`src/design/dri_pkg.sv`:
```
// Package: constants, types and rounding function for the round-to-integral block
package dri_pkg;
	localparam int unsigned MantBits = 52;
	localparam logic [10:0] ExpBias = 11'd1023;
	localparam logic [63:0] OneBits = 64'h3FF0_0000_0000_0000;

	typedef enum logic [1:0] {
		OP_FLOOR = 2'd0,
		OP_CEIL  = 2'd1,
		OP_TRUNC = 2'd2,
		OP_ROUND = 2'd3
	} op_t;

	function automatic logic [63:0] round_bits(input logic [63:0] bits, input op_t op);
		logic [10:0] ex;
		logic        neg;
		logic [5:0]  fb;
		logic [63:0] unit_v;
		logic [63:0] mask;
		logic [63:0] whole;
		logic        bump;
		logic        to_one;
		ex = bits[62:52];
		neg = bits[63];
		fb = 6'(11'(ExpBias + 11'(MantBits)) - ex);
		unit_v = 64'd1 << fb;
		mask = unit_v - 64'd1;
		whole = bits & ~mask;
		unique case (op)
			OP_FLOOR: begin bump = neg; to_one = neg; end
			OP_CEIL: begin bump = !neg; to_one = !neg; end
			OP_TRUNC: begin bump = 1'b0; to_one = 1'b0; end
			OP_ROUND: begin
				bump = |(bits & (unit_v >> 1));
				to_one = (ex == 11'(ExpBias - 11'd1));
			end
			default: begin bump = 1'b0; to_one = 1'b0; end
		endcase
		if (ex >= 11'(ExpBias + 11'(MantBits)) || bits[62:0] == 63'd0) begin
			return bits;
		end else if (ex < ExpBias) begin
			return {neg, 63'd0} | (to_one ? OneBits : 64'd0);
		end else if ((bits & mask) == 64'd0) begin
			return bits;
		end
		return bump ? whole + unit_v : whole;
	endfunction
endpackage

```
`src/design/dri_core.sv`:
```
// Rounding datapath between the input register and the result register
module dri_core import dri_pkg::*; (
	input  logic [1:0]  op_s1,
	input  logic [63:0] bits_s1,
	output logic [63:0] result
);
	assign result = round_bits(bits_s1, op_t'(op_s1));
endmodule

```
`src/design/double_round_to_integral.sv`:
```
// Round-to-integral unit for IEEE-754 doubles: floor, ceil, truncate, round half away.
// One word enters per cycle while in_ready is high; an accepted word passes from the input
// register through the rounding datapath into the result register. The result register
// advances when it is empty or taken; the input register also loads whenever it is empty.
// NaN, infinity and magnitudes of 2^52 or more pass through unchanged; signs are kept.
module double_round_to_integral import dri_pkg::*; (
	input  logic        clk,
	input  logic        arst_n,
	input  logic        in_valid,
	output logic        in_ready,
	input  logic [1:0]  operation,
	input  logic [63:0] value_bits,
	output logic        out_valid,
	input  logic        out_ready,
	output logic [63:0] result_bits
);
	logic        vld_s1, vld_s2;
	logic [1:0]  op_s1;
	logic [63:0] bits_s1, res_s2, res_c;
	logic        adv;

	assign adv = !vld_s2 || out_ready;
	assign in_ready = adv || !vld_s1;

	dri_core u_core (.op_s1(op_s1), .bits_s1(bits_s1), .result(res_c));

	always_ff @(posedge clk or negedge arst_n) begin
		if (!arst_n) begin
			vld_s1 <= 1'b0;
			vld_s2 <= 1'b0;
		end else begin
			if (adv) vld_s2 <= vld_s1;
			if (in_ready) vld_s1 <= in_valid;
		end
	end

	always_ff @(posedge clk) begin
		if (adv && vld_s1) res_s2 <= res_c;
		if (in_ready && in_valid) begin
			op_s1 <= operation;
			bits_s1 <= value_bits;
		end
	end

	assign out_valid = vld_s2;
	assign result_bits = res_s2;
endmodule

```
`config.mk`:
```
export PLATFORM = sky130hd
export DESIGN_NAME = double_round_to_integral
export DESIGN_NICKNAME = d
export VERILOG_FILES = /design/src/design/dri_pkg.sv /design/src/design/dri_core.sv /design/src/design/double_round_to_integral.sv
export SDC_FILE = /design/constraint.sdc
export NUM_CORES = 1
export LEC_CHECK = 0
export BUFFER_PORTS_ARGS = -buffer_cell sky130_fd_sc_hd__buf_2
export CAP_MARGIN = 20
export CORE_MARGIN = 1
export CORE_UTILIZATION = 48
export DETAILED_ROUTE_END_ITERATION = 10
export GPL_TIMING_DRIVEN = 0
export HOLD_SLACK_MARGIN = 0.05
export PLACE_DENSITY_LB_ADDON = 0.3
export SLEW_MARGIN = 15
export SYNTH_ARGS = -nofsm -noshare
export SYNTH_HDL_FRONTEND = slang
export SYNTH_HIERARCHICAL = 1
export SYNTH_SLANG_ARGS = --single-unit
```
`constraint.sdc`:
```
create_clock -name clk -period 8.2 [get_ports clk]
set_input_delay 1.23 -clock clk [delete_from_list [all_inputs] [get_ports clk]]
set_output_delay 1.23 -clock clk [all_outputs]
set_load 0.03 [all_outputs]
```
* Word level (Yosys, flattened, before mapping)
Cells that the tools add are included.
** Storage, ports and cells
- Flip-flop bits (word level) :: 132
- Latch bits :: 0
- Bits in writable memories :: 0
- Memory bits (read-only) :: 0
- Input bits :: 70
- Output and inout port bits :: 66
- Word-level logic and storage cells :: 43
- Memories kept :: 0
** Cells by class
- $add $sub $neg :: 3
- Multiply operators :: 0
- Div/mod/pow operators :: 0
- $lt $le $gt $ge :: 2
- Eq/ne operators :: 4
- Shifts and indexed selects :: 1
- Multiplexer cells :: 11
- Bitwise gates (word level) :: 5
- Reductions and logical operators :: 12
** Operators with widths (number)
- two-way mux 64 bit :: 5
- AND 64 bit :: 2
- adder 64 bit :: 1
- AND 64 x 63 -> 64 bit :: 1
- zero test 64 bit :: 1
- NOT 64 bit :: 1
- bitwise OR 64 bit :: 1
- OR reduction 64 bit :: 1
- << shifter 1 x 6 -> 64 bit (first input constant) :: 1
- subtractor 64 x 1 -> 64 bit (second input constant) :: 1
- zero test 63 bit :: 1
- two-way mux 62 bit :: 1
- equality test 11 x 10 -> 1 bit (second input constant) :: 1
- >= comparator 11 bit (second input constant) :: 1
- < comparator 11 x 10 -> 1 bit (second input constant) :: 1
- one-hot mux 1 bit (4 select lines) :: 2
- subtractor 6 bit (first input constant) :: 1
- equality test 2 bit (second input constant) :: 2
- zero test 1 bit :: 3
- logical OR 1 bit :: 3
- two-way mux 1 bit :: 3
- equality test 2 x 1 -> 1 bit (second input constant) :: 1
- logical AND 1 bit :: 2
- zero test 2 bit :: 1

* Depth between registers and ports, before layout
- Depth in word-level cells :: 9
- Mapped depth :: 30
- Mapped depth without buffers :: 25

* Hierarchy
Netlist, hierarchy kept.
** Modules (own cells, without submodules)
- dri_core :: times used 1, cells an instance 1508, area each 9648.0 um^2, sequential area each 0.0 um^2
- double_round_to_integral :: times used 1, cells an instance 138, area each 4007.6 um^2, sequential area each 3953.8 um^2

* Worst setup path before layout
No wires, ideal clock.
- Path kind :: reg2reg
- From :: reg bits_s1[54]
- To :: reg res_s2[62], in the netlist result_bits[62], data pin
- Library setup time :: 0.264 ns
- Arrival time :: 6.019 ns
- Required time :: 7.936 ns
- Slack :: 1.917 ns
- Cell stages (with the launch flop) :: 29
- Buffers on the path :: 5
- Period minus slack after synthesis :: 6.283 ns
- Cells stage by stage :: edfxtp_1 -> buf_2 -> inv_1 -> clkbuf_1 -> ha_1 -> or2_2 -> o22ai_4 -> buf_2 -> nand2_1 -> ha_1 -> and2_0 -> and4_1 -> buf_4 -> buf_6 -> xnor2_1 -> and2_1 -> ha_1 -> a21o_1 -> a21o_1 -> a21o_1 -> a211o_1 -> a21oi_1 -> o211ai_1 -> a2111oi_2 -> nor2_2 -> a31oi_1 -> o221ai_1 -> xnor2_1 -> o21ai_1
** Between the ends
- Cells in the longest elaborated chain, start to end :: 9
- Elaborated cells between the ends (all ways) :: 22
- Classes of those cells :: 3 x add/sub; 2 x order compare; 1 x shift; 8 x mux; 4 x bitwise; 4 x reduce/logical
** RTL lines
- from (decl) :: line double_round_to_integral.sv:19 : logic [63:0] bits_s1, res_s2, res_c;
- from (signal assigned) :: line double_round_to_integral.sv:41 : bits_s1 <= value_bits;
- parallel branches: the longest is 8 deep, another holds subtractor 64 x 1 -> 64 bit
- two-way mux 64 bit (*) :: line dri_pkg.sv:46 : return bump ? whole + unit_v : whole;
- via res_c[62] :: line double_round_to_integral.sv:19
- to (signal assigned) :: line double_round_to_integral.sv:38 : if (adv && vld_s1) res_s2 <= res_c;
- to (decl) :: line double_round_to_integral.sv:19
Mark *: on every way through the listed nets, which the timed path passes.
A chain may end at the register's enable or synchronous reset.

* Worst setup path in the final report
- From :: reg bits_s1[54]
- To :: reg res_s2[56], in the netlist result_bits[56], data pin
The elaborated chain is that of the path after synthesis.

==> out/qor.txt <==
Outcome: finished with violations
Violated checks: design-rule violations
Top routing layer used: met5
Mapped Area: 13,700 um2
Tightest Pin Transition: 1.14 ns
Final hold vios: 0
Die extent in x: 171 um
Fin nets: 1,939
Most used DFF post-synth: edfxtp_1
Non-filler instance count after layout: 2,202
Max-cap viol count: 0
Min-Delay Path Class: input port to asynchronous set/reset pin
Worst path required time: 8.38 ns
Commonest non-fill, non-tap cell in the layout: buf_2
Count of cell types in the netlist: 113
Top cell type's share of synthesized area: 0.286
Drt first pass iters: 10
Skew-Pair Late Insertion Delay: 0.47 ns
Setup Crit Path Kind: flop to flop
Vias in the first global route: 14,200
Vias: 15,700
Asr flop ratio synth: 0.0152
1st-iter DRT viols: 2,674
Wire length on met1: 26,300 um
Max Clock Skew: 0.0135 ns
First-pass GRT wire length: 93,500 um
Proportion of layout cells with a drive suffix above 1: 0.158
FF+latch count, synth: 132
Sequential power share: 0.322
TNS Setup: 0 ns
Row cnt: 61
Top cells by area, synth: edfxtp_1 29%, ha_1 5.5%, a21oi_1 5.3%
Die area: 29,100 um2
Worst path max stage delay: 0.48 ns
Clock transition at path regs: 0.06 ns
Hold WS: 0.539 ns
Routed wl met2: 27,000 um
Final setup vio count: 0
Ports: 136
Post-synth EDFFs: 130
Fin crit share: 0.971
Syn. warnings: 6
Worst setup SP type: flop
Die Span Y: 171 um
TritonCTS Buffers: 17
Routed wl met3: 9160 um
Placed Instances: 2,162
Peak VDD IR: 180 uV
Pleak: 0.00636 uW
Mapped Cells: 1,646
Seq/Total Area, Yosys: 0.290
Clk root buf: clkbuf_16
H-tree depth: 4
Largest net degree at the start of global routing: 67
Area grow syn2layout: 13.8%
Hold buffers post-CTS: 0
PwrDens: 173 nW/um2
Starting density of the core: 0.490
Worst Setup End Kind: flop
IO Port Bufs: 135
Most frequent cells in the layout: 166 x buf_2, 144 x nor2_1, 144 x a21oi_1
DRC Markers: 1
Slew Limit Fails: 0
Internal power: 1600 uW
Wirelength, routed: 66,100 um
Setup WS post-layout: 0.234 ns
Slowest CP cell: a2111o_1
DP Wirelength: 51,400 um
Arrival time at the worst endpoint: 8.15 ns
Global route overflow: 0
Comb pwr share: 0.380
Clk pwr share: 0.298
ANT nets after route: 0
Fmax achieved: 126 MHz
Crit-path max FO: 10
Cell mode on critical path: ha_1
Via/cell ratio: 7.11
Post-DR wirelength/cell: 30.0 um
Worst slack, placed: -0.193 ns
Relative slew slack: 0.235
Antenna violations before repair: 2
Area of the core: 27,900 um2
Unrepaired setup endpoints after global routing: false
Syn_area_per_cell: 8.30 um2
RePlAce Congestion: 1.07
Tmin final: 7.97 ns
GR Util All Layers: 0.451
CTS Buffer Depth: 2
CTS tree: yes
Largest area contributor in the netlist: edfxtp_1
Synth Net Count: 1,776
Switching Share: 0.407
Psw: 1090 uW
Clk sinks: 132
synthesized netlist by cell type, drive strengths merged, types with 16 or more instances:
| library cell | n |
|---|---|
| nor2 | 147 |
| a21oi | 146 |
| edfxtp | 130 |
| o21ai | 112 |
| nand2 | 109 |
| nand3 | 89 |
| ha | 60 |
| buf | 57 |
| a21o | 54 |
| xnor2 | 54 |
| clkbuf | 52 |
| inv | 50 |
| and2 | 46 |
| nor3 | 41 |
| xor2 | 38 |
| nand4 | 32 |
| nor4 | 30 |
| nor2b | 29 |
| nand2b | 24 |
| a31oi | 20 |
| a211oi | 18 |
| and3 | 18 |
| o211ai | 16 |
worst paths after layout:
check	from	end	cells after the start	slack, ns
min in group clk	vld_s1$_DFFE_PN0P_	out_valid$_DFFE_PN0P_	1	0.57
setup / recovery	bits_s1[54]$_DFFE_PP_	result_bits[56]$_DFFE_PP_	28	0.23
hold / removal	arst_n	out_valid$_DFFE_PN0P_	1	0.54
setup reg to reg	bits_s1[54]$_DFFE_PP_	result_bits[56]$_DFFE_PP_	28	0.23
hold reg to reg	vld_s1$_DFFE_PN0P_	out_valid$_DFFE_PN0P_	1	0.57
max in group asynchronous	arst_n	out_valid$_DFFE_PN0P_	1	7.57
sequential cells by signal, summed over array words and instances, names as in the netlist:
name / flops
out_valid: 1
bits_s1: 64
vld_s1: 1
result_bits: 64
op_s1: 2
critical path: cells and delay by family (launching register included):
kind,cells,cell delay [ns]
simple gates,6,1.18
flops,1,0.44
xor+xnor,1,0.32
compound gates,11,2.98
buf+inv,7,1.85
fa+ha+maj,3,0.89
stage by stage:
step	power (uW)	util	area (um2)
floorplan	1490	-	13700
global placement	1830	0.531	14800
detailed placement	1830	0.533	14800
CTS	2630	0.555	15500
global route	2760	0.558	15500
finish	2690	0.558	15500
power groups by stage:
stage	Clock, uW	Combinational, uW	Sequential [uW]
2_1_floorplan	0	578	913
3_3_place_gp	0	951	876
3_5_place_dp	0	957	874
4_1_cts	810	964	861
5_1_grt	833	1050	868
6_report	802	1020	866
per-layer routing:
layer,global-route usage,vias to the layer above
met5,0,-
met4,0.237,2
met3,0.139,259
met2,0.646,1349
met1,0.603,7482
li1,-,6570
kinds of logic (layout without fill, tap and decap cells):
logic type,Yosys count,count (layout),share of synthesized area
simple gates,639,639,0.250
compound gates,547,547,0.274
buf+inv,160,336,0.0552
flops,132,132,0.290
xor+xnor,92,92,0.0640
fa+ha+maj,61,61,0.0557
mux,15,15,0.0113
other cells,0,2,0
final cells by class:
| type | instances | area, um2 |
|---|---|---|
| multi-input combinational | 1354 | 8990 |
| fill | 2638 | 12300 |
| clock inverter | 14 | 178 |
| clock buffer | 18 | 429 |
| timing repair buffer | 144 | 749 |
| antenna | 2 | 5.00 |
| inverter | 51 | 191 |
| sequential | 132 | 3950 |
| tap | 378 | 473 |
| buffer | 109 | 566 |
what timing repair did:
action                                  in CTS  in global routing
endpoints found under the setup margin       6                 12
buffers inserted                             0                  5
resized for setup                            2                  7
pin swaps                                    0                  2
Note: power is estimated with default switching activity, not from simulation.
